`src/rtl/lgs_mem.sv`:
```
module lgs_mem #(
	parameter int MAX_SIDE = 64,
	parameter int AW       = 6
) (
	input  logic                clk,
	input  logic                arst_n,
	input  logic                rd_en,
	input  logic [AW-1:0]       rd_addr,
	output logic [MAX_SIDE-1:0] rd_data,
	input  logic                wr_en,
	input  logic [AW-1:0]       wr_addr,
	input  logic [MAX_SIDE-1:0] wr_data
);
	logic [MAX_SIDE-1:0] mem [MAX_SIDE];
	logic [MAX_SIDE-1:0] rd_q;
	logic [MAX_SIDE-1:0] vld_q;
	logic                rdv_q;

	always_ff @(posedge clk) begin
		if (wr_en) begin
			mem[wr_addr] <= wr_data;
		end
		if (rd_en) begin
			rd_q <= mem[rd_addr];
		end
	end

	// rows never written read as dead
	always_ff @(posedge clk or negedge arst_n) begin
		if (!arst_n) begin
			vld_q <= '0;
			rdv_q <= 1'b0;
		end else begin
			if (wr_en) begin
				vld_q[wr_addr] <= 1'b1;
			end
			if (rd_en) begin
				rdv_q <= vld_q[rd_addr];
			end
		end
	end

	assign rd_data = rdv_q ? rd_q : '0;

endmodule

```
`config.mk`:
```
export PLATFORM = sky130hd
export DESIGN_NAME = lgs_mem
export DESIGN_NICKNAME = d
export VERILOG_FILES = /design/src/rtl/lgs_mem.sv
export SDC_FILE = /design/constraint.sdc
export NUM_CORES = 2
export LEC_CHECK = 0
export CAP_MARGIN = 10
export CELL_PAD_IN_SITES_DETAIL_PLACEMENT = 2
export CELL_PAD_IN_SITES_GLOBAL_PLACEMENT = 2
export CORE_MARGIN = 2
export CORE_UTILIZATION = 52
export DETAILED_ROUTE_END_ITERATION = 10
export DONT_BUFFER_PORTS = 1
export PLACE_DENSITY = 0.88
export SLEW_MARGIN = 20
export SYNTH_ARGS = -nofsm -noshare
export SYNTH_HDL_FRONTEND = slang
export SYNTH_SLANG_ARGS = --single-unit
```
`constraint.sdc`:
```
create_clock -name clk -period 2.3 [get_ports clk]
set_clock_uncertainty 0.1 [all_clocks]
set_input_delay 0.46 -clock clk [delete_from_list [all_inputs] [get_ports clk]]
set_output_delay 0.46 -clock clk [all_outputs]
set_load 0.005 [all_outputs]
```
==> results of run 1 <==
==> kinds of logic after synthesis <==
kind of cell | count (synthesis)
compound gates | 139
flops | 4225
buf+inv | 337
simple gates | 300
mux | 1309
==> stage by stage <==
stage          instance area [um^2]  worst slack, ns  instances  hold WS, ns   TNS, ns
2_1_floorplan                160000           -0.910       6310       0.0644  -2214.86
3_3_place_gp                 169000            -3.20      10370       0.0734   -126.66
==> results.txt, run 1 <==
synth unique cells: 29
Top FF cell, synth: edfxtp_1
DP HPWL: 395000 um
asr flop ratio synth: 1.54%
stage reached: 3_5_place_dp
Post-synth EDFFs: 4160
Post-Synth Adder-Cell Area: 0%
Synth Register Bits: 4225
run status: aborted with a tool error
Run Error: [ERROR DPL-0033] detailed placement checks failed during check placement.
synth top area cells: edfxtp_1 (78%), mux4_2 (18%), dfrtp_1 (1.0%)
Die Y: 558 um
Mapped Cells: 6310
area leader, netlist: edfxtp_1
Ports: 144
# rows: 203
synthesized area per cell: 25.3 um^2
register area share after synthesis: 79.2%
top cells by count, synth: edfxtp_1 (4160), mux4_2 (1289), clkbuf_1 (182)
Die W: 558 um
multiplexer share of the synthesized area: 18.3%
Final Wtd Congestion: 0.779
Starting Density: 52.2%
port bufs: 0
Simple-Gate Fraction of Synth Area: 0.948%
Mapped Area: 0.160 mm^2
count leader, synth: edfxtp_1
Synth Area in Compound Gates: 0.653%
top cell type's share of synthesized area: 78.2%
XOR/XNOR Fraction of Synth Area: 0%
combinational family with the most area after synthesis: multiplexers
synth warn: 0
Post-Syn Nets: 6390
==> inputs of run 2 (changes only) <==
- CELL_PAD_IN_SITES_DETAIL_PLACEMENT: 2 -> default
- CELL_PAD_IN_SITES_GLOBAL_PLACEMENT: 2 -> default
- CORE_UTILIZATION: 52 -> 40
- PLACE_DENSITY: 0.88 -> default
- PLACE_DENSITY_LB_ADDON: default -> 0.15
==> run 2 against run 1 <==
  * The flow now finishes, with violations (max-slew violations, negative setup slack)
  * Synthesized cell count unchanged
  * Area after synthesis unchanged
==> results.txt, run 2 <==
run status: finished with violations
failing checks: max-slew violations, negative setup slack
Worst R2R Setup Slack: 0.02 ns
Root Driver: clkbuf_16
Mapped Area: 0.160 mm^2
synth warn: 0
Worst EP arrival: 2.08 ns
Vias: 75139
Clock transition at path regs: 0.06 ns
Largest Register: mem
Worst-Margin Slew: 1.63 ns
Flop pwr share: 52.3%
detail-routed via count per cell: 5.94
endpoint class of the critical path: output pin
Starting Density: 40.1%
clock power share: 42.5%
layout cells sized above 1: 35.6%
top cell type's share of synthesized area: 78.2%
port bufs: 0
Die Y: 636 um
synthesized area per cell: 25.3 um^2
Worst Hold Class: in2reg
Tmin final: 2.64 ns
Post-Syn Nets: 6390
RSZ-0062 raised after global routing: true
Initial DRC Count: 9034
initial antenna violation count: 20
Final Wtd Congestion: 0.744
leakage: 59.5 nW
Largest register FFs: 4096
Internal: 129 mW
first-pass GRT wire length: 649000 um
1st-pass router iterations: 5
fmax: 0.379 GHz
Final Setup Violations: 94
CTS tree: built
final net count: 7091
Placed Cells incl. Taps: 11602
switch share: 21.2%
gr usage total: 23.1%
synth unique cells: 29
Non-Filler Instances: 12646
WL final: 474000 um
count leader, synth: edfxtp_1
die area: 0.405 mm^2
Logic pwr share: 5.2%
worst setup margin: -0.336 ns
Clock Path Buffers: 4
vias in the first global route: 77328
synth top area cells: edfxtp_1 (78%), mux4_2 (18%), dfrtp_1 (1.0%)
PD cells: 864 mW/mm^2
clock sinks: 4225
number of hold violations in the final report: 0
crit path max fanout: 13
Mapped Cells: 6310
max-slew violations: 38
CTS buffer count: 438
pin count of the biggest net entering global routing: 240
most common cell after layout, fill and taps aside: edfxtp_1
Slew headroom: -8.99%
Placeable Area: 0.399 mm^2
Die W: 636 um
top cells by count, synth: edfxtp_1 (4160), mux4_2 (1289), clkbuf_1 (182)
number of remaining DRC errors: 0
DP HPWL: 234000 um
commonest cells after routing, fill and taps aside: edfxtp_1 (4160), mux4_2 (1289), clkbuf_16 (463), buf_12 (234), buf_4 (138)
Final ANT Viol Nets: 0
H-tree levels: 5
register area share after synthesis: 79.2%
# rows: 232
Max Cap Viol: 0
pre-CTS WS: -2.69 ns
WL per Instance: 37.5 um
area leader, netlist: edfxtp_1
Worst-Skew Late Latency: 0.97 ns
Crit Path Category: reg2out
Congestion Overflow GR: 0
nature of the critical path startpoint: register
Tot Pwr: 164 mW
Synth Register Bits: 4225
period utilization: 115%
Largest regs: mem (4096), rd_q (64), vld_q (64)
Ports: 144
asr flop ratio synth: 1.54%
synth-to-layout area growth: 19.0%
peak supply drop: 689 uV
Sw Pwr: 34.8 mW
critical path data required time: 1.74 ns
Top FF cell, synth: edfxtp_1
Post-synth EDFFs: 4160
[run 2: metrics by stage]
stage | area [um^2] | setup TNS (ns) | hold slack, ns | utilization, %
floorplan | 160000 | -2214.86 | 0.0644 | -
global placement | 171000 | -132.78 | 0.0712 | 42.9
detailed placement | 171000 | -120.90 | 0.0710 | 43.0
CTS | 189000 | -37.63 | 0.00313 | 47.5
global route | 190000 | -21.54 | 0.0614 | 47.7
finish | 190000 | -19.88 | 0.0823 | 47.7
[run 2: final timing paths]
check,start,endpoint,depth (start not counted)
max,rdv_q$_DFFE_PN0P_,rd_data[22],3
min in group asynchronous,arst_n,vld_q[30]$_DFFE_PN0P_,3
max reg2reg,mem[31][8]$_DFFE_PP_,rd_q[8]$_DFFE_PP_,5
max in group asynchronous,arst_n,vld_q[0]$_DFFE_PN0P_,3
min,wr_en,mem[55][36]$_DFFE_PP_,5
min reg2reg,vld_q[41]$_DFFE_PN0P_,vld_q[41]$_DFFE_PN0P_,1
[run 2: power groups by stage]
| stage | combinational [mW] | clock [mW] | sequential, mW |
|---|---|---|---|
| 6_report | 8.57 | 69.8 | 85.8 |
| 5_1_grt | 9.04 | 74.0 | 85.8 |
| 4_1_cts | 8.48 | 71.0 | 85.8 |
| 3_3_place_gp | 5.78 | 0 | 87.4 |
| 2_1_floorplan | 4.49 | 0 | 87.2 |
| 3_5_place_dp | 6.21 | 0 | 87.4 |
[run 2: kinds of logic (layout without fill, tap and decap cells)]
logic type,Yosys count,in the layout,share of synthesized area [%]
AOI/OAI and AO/OA,139,139,0.653
and+or+nand+nor,300,300,0.948
DFF,4225,4225,79.2
other,0,9,0
muxes,1309,1309,18.3
buffers and inverters,337,1399,0.900
[run 2: what timing repair did]
item | CTS | global route
resized for setup | 71 | 50
hold buffers | 155 | 1
setup endpoints to repair | 125 | 177
pin swaps | 6 | 7
setup buffers | 11 | 21
cloned | 35 | 16
hold endpoints to repair | 4623 | 9
[run 2: layer usage]
metal | part of all wire (%) | track usage [%] | routed length (um)
met4 | 2.3 | 5.15 | 11000
met5 | 0.0084 | 0 | 40
met3 | 6.1 | 2.91 | 28800
met2 | 50 | 38.5 | 235000
met1 | 42 | 32.8 | 199000
[run 2: final cells by class]
type	instances	area [um^2]
Antenna cell	9	22.5
Clock buffer	527	11500
Clock inverter	274	2500
Fill cell	31969	208000
Inverter	3	11.3
Multi-Input combinational cell	1748	32600
Sequential cell	4225	127000
Tap cell	5265	6590
Timing Repair Buffer	595	10200
[run 2: worst max-delay path: stages (launching register included)]
cell and delay [ns]:
dfrtp_4 0.56, buf_12 0.18, buf_12 0.16, and2_4 0.15
(Power assumes the default switching activity.)
