`src/rtl/lgs_pkg.sv`:
```
package lgs_pkg;

	localparam int IDX_W    = 6;
	localparam int SIDE_W   = 7;
	localparam int ACT_W    = 2;
	localparam int SUM_W    = 4;
	localparam int MOD_W    = IDX_W + SIDE_W;
	localparam int S_DATA_W = 16;
	localparam int M_DATA_W = 8;
	localparam int APB_AW   = 3;
	localparam int APB_DW   = 32;

	localparam logic [SIDE_W-1:0] GRID_SIDE_RST = 7'd64;
	localparam logic [SIDE_W-1:0] MIN_SIDE      = 7'd3;

	localparam logic [SUM_W-1:0] BIRTH_SUM = 4'd3;
	localparam logic [SUM_W-1:0] KEEP_SUM  = 4'd2;

	localparam logic [ACT_W-1:0] ACT_WRITE = 2'd0;
	localparam logic [ACT_W-1:0] ACT_STEP  = 2'd1;
	localparam logic [ACT_W-1:0] ACT_READ  = 2'd2;

	localparam logic REG_GRID_SIDE = 1'b0;

endpackage

```
`src/rtl/lgs_mod.sv`:
```
module lgs_mod (
	input  logic                      clk,
	input  logic                      arst_n,
	input  logic                      start,
	input  logic [lgs_pkg::IDX_W-1:0]  x,
	input  logic [lgs_pkg::SIDE_W-1:0] n,
	output logic                      done,
	output logic [lgs_pkg::IDX_W-1:0]  rem
);
	import lgs_pkg::*;

	localparam int KW = $clog2(IDX_W);

	logic              busy_q;
	logic              done_q;
	logic [KW-1:0]     k_q;
	logic [IDX_W-1:0]  rem_q;
	logic [SIDE_W-1:0] n_q;
	logic [MOD_W-1:0]  dsub;

	// one quotient bit per cycle, restoring form
	assign dsub = MOD_W'(n_q) << k_q;

	always_ff @(posedge clk or negedge arst_n) begin
		if (!arst_n) begin
			busy_q <= 1'b0;
			done_q <= 1'b0;
			k_q    <= '0;
		end else begin
			done_q <= 1'b0;
			if (start) begin
				busy_q <= 1'b1;
				k_q    <= KW'(IDX_W - 1);
			end else if (busy_q) begin
				k_q <= k_q - KW'(1);
				if (k_q == '0) begin
					busy_q <= 1'b0;
					done_q <= 1'b1;
				end
			end
		end
	end

	always_ff @(posedge clk) begin
		if (start) begin
			rem_q <= x;
			n_q   <= n;
		end else if (busy_q && (MOD_W'(rem_q) >= dsub)) begin
			rem_q <= rem_q - dsub[IDX_W-1:0];
		end
	end

	assign done = done_q;
	assign rem  = rem_q;

endmodule

```
`config.mk`:
```
export PLATFORM = sky130hd
export DESIGN_NAME = lgs_mod
export DESIGN_NICKNAME = d
export VERILOG_FILES = /design/src/rtl/lgs_pkg.sv /design/src/rtl/lgs_mod.sv
export SDC_FILE = /design/constraint.sdc
export NUM_CORES = 1
export LEC_CHECK = 0
export ABC_AREA = 1
export BUFFER_PORTS_ARGS = -buffer_cell sky130_fd_sc_hd__buf_2
export CORE_MARGIN = 1.5
export CORE_UTILIZATION = 50
export DETAILED_ROUTE_END_ITERATION = 8
export PLACE_DENSITY = 0.73
export RECOVER_POWER = 25
export SLEW_MARGIN = 10
export SYNTH_ARGS = -nofsm -noshare
export SYNTH_HDL_FRONTEND = slang
export SYNTH_SLANG_ARGS = --single-unit
```
`constraint.sdc`:
```
create_clock -name clk -period 2.45 [get_ports clk]
set_input_delay 0.735 -clock clk [delete_from_list [all_inputs] [get_ports clk]]
set_output_delay 0.735 -clock clk [all_outputs]
set_load 0.005 [all_outputs]
```
==> reports/summary.md, run 1 <==
The maximum net fanout on the critical path works out to 11. The classification of the worst-slack hold path is input port to async pin. The post-synthesis average cell area works out to 8.69 sq um.

Largest area contributor in the synthesized netlist: edfxtp_1. Across the routed clock network, the largest skew measured is 0.00222 ns. From bottom edge to top edge, the die measures 51.8 microns. At the pin with the least slew margin, the transition time is 0.400 ns. TritonCTS built the clock tree. Leaving out filler cells and counting taps, the final layout contains 188. Counting tap cells, the placed design contains a total of 184 instances.

Clock-pin slew was measured on the worst setup and hold paths at 0.10 ns. Across all layers, the routed design uses 1032 vias. Setup repair after global routing left no endpoint under its margin.

The via density per instance was 5.49; the half-perimeter wire length after detailed placement was 1900 microns. The synthesized design contains 18 register bits. The run gives 0 as the final count of hold timing violations. In this run the register-to-register setup slack is 0.20 ns.

The congestion estimate from routability-driven global placement came to 0.774. The run gives 0 as the antenna diode count. The tools report the kind of capture point of the worst setup path as a flop. When the netlist entered floorplanning its net count stood at 162. After clock tree synthesis, the repair step resized 0 gates. Compound-cell area share of the yosys netlist: 0.0988. The tool flagged a number of max-cap violations equal to 0. The worst path in the final design needs a cycle of 2.25 ns, including I/O delays and setup. The upper clock frequency limit is 0.445 GHz, and the number of nets with antenna violations after detailed routing is 0.

The aggregate global-route resource usage is 0.204. The internal portion of the total power is 601 uW. The flow ran to the end, and the final reports show no timing, DRC or antenna violations. The maximum count of clock buffers along a single path came out at 2.

The tools report the total of warnings raised by yosys as 0. The count of input and output buffers came out at 22. Number of synthesized flops with an enable pin: 13.

Fraction of registers with async set or reset after synthesis: 0.278. The logs give 0.435 for the power share of the sequential group and 18 for the CTS sink count. The logs give 30 for the distinct cell type count of the synthesized netlist and 0 for the cts-stage hold buffer count. For the cell area after synthesis, the log shows 0.00119 sq mm. The die covers 0.00268 sq mm. The headroom to the max-slew limit was 0.733; the critical path data arrival time was 2.26 ns. The adder and majority cell fraction of the synthesized area is 0.101. The fraction of layout cells with a size suffix above 1 is 0.275. The proportion of total power due to net switching came out at 0.358. The setup fix buffers added after clock tree synthesis was 0. For this run, the post-layout net count is 186. The H-tree level count came out at 1. For the worst setup path, the data required time is 2.46 ns. The horizontal die dimension was 51.8 microns.

The filler cells instantiated in the layout total 207. The area share of the leading cell type in the synthesized netlist was 0.328; the post-synthesis cell count was 137. The xor-xnor portion of the synthesized cell area was 0.

The tools report the startpoint type of the worst setup path as a flop. The multiplexer share of the synthesized area came out at 0. The switching power was 335 uW. Sorting the synthesized cells by how often they occur yields nand2_1 (39), edfxtp_1 (13), nor2_1 (9).

After detailed routing, the total wire length is 2400 microns. The tools report the iteration-0 DRC count of the detailed router as 18. For this design the static power due to leakage is 0.641 nW.

The post-route fraction of the period consumed by the critical path was 0.917; the count of final setup violators was 0. After detailed routing, the average wire length per cell comes to 12.8 microns. Among all flip-flop cells after synthesis, the most frequent one is edfxtp_1. Adding up every negative setup slack in the final design gives 0 ns. For the clock latency reported for the late side of the worst-skew pair, the log shows 0.30 ns. The final number of max-transition violations was 0; the relative area change from synthesis to final layout was 13.8%. The run gives 0 as the residual overflow from global routing.

The tree is rooted in a clkbuf_4. The dominant combinational cell family by area after synthesis was simple AND/OR/NAND/NOR gates. The run gives 3930 microns as the first-pass GRT wire length.

Buffers inserted during clock tree synthesis total 3. The worst setup path is of the flop to flop kind. The effective utilization at floorplan was 0.533. The core region is 0.00223 sq mm. The basic-gate share of the synthesized area counting and, or, nand and nor cells was 0.297.

The residual DRC count is 0, and the I/O pin count is 23. The power density over the cells was 691 mW/mm^2. The tools report the sequential fraction of the synthesis area as 0.433.

Clock network fraction of design power: 0.197. The first TritonRoute pass finished after 4 iterations. In the post-synthesis netlist, the biggest area contributors are edfxtp_1 (33%), nand2_1 (12%), dfrtp_1 (11%). The most frequent cell after synthesis was nand2_1.

The number of global-route vias before repair came out at 957. The run gives 0.000329 V as the maximum vdd drop. The logs give 22 for the maximum number of pins on one net before global-route repair and 0.368 for the combinational share of power. The floorplan has 17 rows. For the number of antenna violations at the first check in global routing, the log shows 0.
power groups by stage:
stage	clock network (mW)	registers (mW)	logic (mW)
after floorplan	0	0.398	0.268
after global placement	0	0.413	0.331
after detailed placement	0	0.414	0.341
after CTS	0.191	0.407	0.345
after global routing	0.199	0.412	0.391
final	0.185	0.407	0.344
metrics by stage:
stage	hold slack [ns]	worst slack (ns)	area (sq um)	power, mW	utilization
floorplan	0.439	0.366	1190	0.666	-
global placement	0.553	0.162	1320	0.744	0.589
detailed placement	0.561	0.105	1320	0.755	0.589
CTS	0.231	0.0780	1350	0.943	0.605
global route	0.280	0.0138	1350	1.00	0.606
finish	0.270	0.203	1350	0.936	0.606
flip-flops by register name, indices dropped and copies added (netlist names):
name    cells
busy_q      1
done        1
k_q         3
n_q         7
rem         6
cell families (layout without fill, tap and decap cells):
logic type	count (synthesis)	count (layout)
buffers and inverters	17	40
adders and majority gates	9	9
AOI/OAI and AO/OA	21	21
DFF	18	18
and+or+nand+nor	72	72
critical path, stage by stage, from the launching register on:
cell and delay, ns:
dfrtp_2 0.49, inv_6 0.14, nand3_1 0.12, nor2_1 0.10, a31oi_1 0.06, ha_1 0.33, nand2_1 0.07, inv_1 0.09
nand4_1 0.09, nand3_1 0.10, nand2_1 0.07, nand2_1 0.06, nand3_1 0.08, nand2_2 0.15
metal layers:
metal	track usage	part of all wire	routed length [microns]
met5	0	0	0
met4	0.110	0.016	38
met3	0.0374	0.058	140
met2	0.348	0.49	1180
met1	0.241	0.43	1040
placed cells by master (no fill, tap or decap), types with 2 or more instances in the layout:
| master | n |
|---|---|
| nand2_1 | 38 |
| buf_2 | 21 |
| edfxtp_1 | 13 |
| nor2_1 | 9 |
| inv_1 | 8 |
| ha_1 | 8 |
| nand3_1 | 7 |
| o21ai_0 | 7 |
| nand3_2 | 6 |
| a21oi_1 | 6 |
| nand2_2 | 4 |
| dfrtp_1 | 4 |
| inv_2 | 3 |
| clkbuf_4 | 3 |
| nand2_4 | 2 |
| a31oi_1 | 2 |
| nor3_1 | 2 |
| o21ai_1 | 2 |
| nand4_1 | 2 |
final cells by class:
class / instances / area (sq um) / share of cell area
Multi-Input combinational cell: 102 / 593 / 0.438
Sequential cell: 18 / 517 / 0.382
Timing Repair Buffer: 23 / 116 / 0.0860
Inverter: 13 / 56.3 / 0.0416
Clock buffer: 4 / 36.3 / 0.0268
Tap cell: 28 / 35.0 / 0.0259
worst paths after layout:
kind,cells past startpoint,start,end
max,13,k_q[0],rem[1]
min,1,arst_n,k_q[2]
max reg2reg,13,k_q[0],rem[1]
min reg2reg,1,busy_q,k_q[1]
max in group asynchronous,1,arst_n,k_q[0]
min in group clk,1,n[0],n_q[0]
No activity file was read; power rests on OpenSTA's default activity.
==> run 2: changes to the inputs <==
--- a/config.mk
+++ b/config.mk
@@ -7,10 +7,12 @@
 export LEC_CHECK = 0
 export ABC_AREA = 1
 export BUFFER_PORTS_ARGS = -buffer_cell sky130_fd_sc_hd__buf_2
+export CELL_PAD_IN_SITES_DETAIL_PLACEMENT = 0
+export CELL_PAD_IN_SITES_GLOBAL_PLACEMENT = 1
 export CORE_MARGIN = 1.5
-export CORE_UTILIZATION = 50
+export CORE_UTILIZATION = 40
 export DETAILED_ROUTE_END_ITERATION = 8
-export PLACE_DENSITY = 0.73
+export PLACE_DENSITY = 0.78
 export RECOVER_POWER = 25
 export SLEW_MARGIN = 10
 export SYNTH_ARGS = -nofsm -noshare
==> reports/summary.md, run 2 (synthesized netlist as in run 1, its figures left out) <==
The run gives 0.276 ns (+0.00616 ns) as the final worst hold slack. The run gives 23 (unchanged) as the I/O pin count. The run gives 0.448 GHz (+0.65%) as the upper clock frequency limit. The run gives 0.428 (-0.105) as the effective utilization at floorplan. The maximum net fanout on the critical path is 8 (-3). For the total die area, the log shows 0.00331 sq mm (+23%). The flip-flop count of the largest register, all copies and words added works out to 7 (unchanged). The path class of the tightest hold or removal check is input port to async pin. TritonCTS built the clock tree.

The clock slew seen by the registers of the worst setup and hold paths is 0.11 ns (about the same), and the iteration-0 DRC count of the detailed router is 36 (+18). The detailed-route wire length came out at 2440 microns (+1.8%). The antenna diode count is 0 (unchanged), and the residual DRC count is 0 (unchanged).

The residual overflow from global routing is 0 (unchanged). The area of the core is 0.00278 sq mm (+25%), and the sum of negative setup slack is 0 ns (unchanged). Wire length per cell after detailed routing: 12.5 microns (-2.4%).

The number of antenna violations at the first check in global routing was 0 (unchanged); the half-perimeter wire length after detailed placement was 1930 microns (+2.0%). The die height works out to 57.5 microns (+11%). Ranked by flip-flop count, first place goes to n_q. The number of buffers created by CTS is 3 (unchanged).

The count of input and output buffers was 22 (unchanged). CTS root buffer: clkbuf_4. Setup repair after global routing left no endpoint under its margin. The run gives 19 (+2) as the row count. The run gives 4170 microns (+6.1%) as the first-pass GRT wire length. The number of global-route vias before repair is 944 (-1.4%), and the horizontal die dimension is 57.5 microns (+11%). The tools report the placer congestion estimate as 0.823 (+6.4%). Max capacitance violation total: 0 (unchanged). The run gives 264 (+28%) as the number of inserted filler cells in the final layout. The library cells used most frequently in the layout, excluding fill and tap cells, are nand2_1 (38), buf_2 (21), edfxtp_1 (13).

The via density per instance is 5.21 (-5.1%), and the power density over the cells is 681 mW/mm^2 (-1.5%). Critical path data arrival time: 2.24 ns (-0.02 ns). For the final number of max-transition violations, the log shows 0 (unchanged). The library cell used most frequently in the layout, excluding fill and tap cells, is nand2_1. STA classifies the critical path startpoint as a flop.

Post-route fraction of the period consumed by the critical path: 0.911 (-0.00592). The tools report the count of final setup violators as 0 (unchanged). The maximum number of pins on one net before global-route repair was 22 (unchanged). Fraction of layout cells with a size suffix above 1: 0.309 (+0.0341).

The tools report the H-tree level count as 1 (unchanged). For the number of nets with antenna violations after detailed routing, the log shows 0 (unchanged). The utilization after layout was 0.503 (-0.103); the total iterations of the first detailed-routing run was 4 (unchanged).

The run gives 2 (unchanged) as the maximum count of clock buffers along a single path. The worst-margin pin slew is 0.399 ns (-0.000603 ns), and the minimum clock period is 2.23 ns (-0.0145 ns). The headroom to the max-slew limit came out at 0.734 (about the same).

From synthesis to final layout, the design area changed by 17.6%. The final count of hold timing violations came out at 0 (unchanged). Total number of vias: 1021 (-1.1%). The tools report the cts-stage hold buffer count as 0 (unchanged). The logs give 2.45 ns (about the same) for the data required time of the worst path and 0.29 ns (about the same) for the clock latency reported for the late side of the worst-skew pair.

Classification of the worst setup path: flop to flop. For the aggregate global-route resource usage, the log shows 0.163 (-0.0406). The run gives 18 (unchanged) as the CTS sink count. The tools report the kind of capture point of the worst setup path as a flop. The flow ran to the end, and the final reports show no timing, DRC or antenna violations. The final worst clock skew is 0.00815 ns (+0.00593 ns). The maximum vdd drop was 0.000372 V (+13%); the leakage dissipation was 0.664 nW (+3.5%).

The run gives 191 (+2.7%) as the post-layout net count.
run 2: changes by cell type in the layout (fill, tap and decap cells not counted), sizes merged:
cell,delta
buf,+5
run 2: power by group:
group	internal, mW	total [mW]	switching, mW
clock	0.0904	0.181	0.0906
sequential	0.373	0.410	0.0374
combinational	0.152	0.361	0.209
total	0.615	0.952	0.337
run 2: repair_timing:
| action | in CTS | in global routing |
|---|---|---|
| setup endpoints to repair | 0 | 7 |
| gates resized for setup | 0 | 4 |
| setup buffers | 0 | 5 |
| endpoints found under the hold margin | 0 | 0 |
run 2: cell type report:
class	instances	area (sq um)	area share
Clock buffer	4	36.3	0.0259
Inverter	13	56.3	0.0403
Multi-Input combinational cell	102	596	0.426
Sequential cell	18	518	0.370
Tap cell	31	38.8	0.0277
Timing Repair Buffer	28	154	0.110
run 2: per-stage QoR:
stage          power (mW)  instances  instance area (sq um)  setup slack, ns
6_report            0.952        196                   1400            0.218
2_1_floorplan       0.666        137                   1190            0.366
3_3_place_gp        0.753        187                   1320            0.117
5_1_grt              1.03        196                   1400          0.00409
3_5_place_dp        0.753        187                   1320           0.0928
4_1_cts             0.936        191                   1360           0.0697
run 2: path summary, 6_finish.rpt:
kind | from | end | slack (ns) | cells after the start
worst max-delay path | k_q[1] | rem[1] | 0.22 | 13
worst min-delay path | arst_n | k_q[1] | 0.28 | 1
worst max register to register | k_q[1] | rem[1] | 0.22 | 13
worst min register to register | busy_q | k_q[1] | 0.58 | 1
max in group asynchronous | arst_n | k_q[0] | 1.94 | 1
min in group clk | busy_q | k_q[1] | 0.58 | 1
run 2: per-layer routing:
metal,vias to the layer above,share of wire,track usage
met4,0,0.013,0.0498
met3,4,0.042,0.0204
met2,27,0.45,0.234
met1,468,0.50,0.255
li1,522,-,-
met5,-,0,0
run 2: critical path, cell delays in order (launching register included):
cell     delay [ns]
dfrtp_2        0.47
inv_4          0.12
nand3_1        0.14
nor2_1         0.12
a31oi_1        0.05
ha_1           0.32
nand2_1        0.06
inv_1          0.09
nand4_1        0.10
nand3_1        0.10
nand2_1        0.07
nand2_1        0.06
nand3_1        0.08
nand2_2        0.15
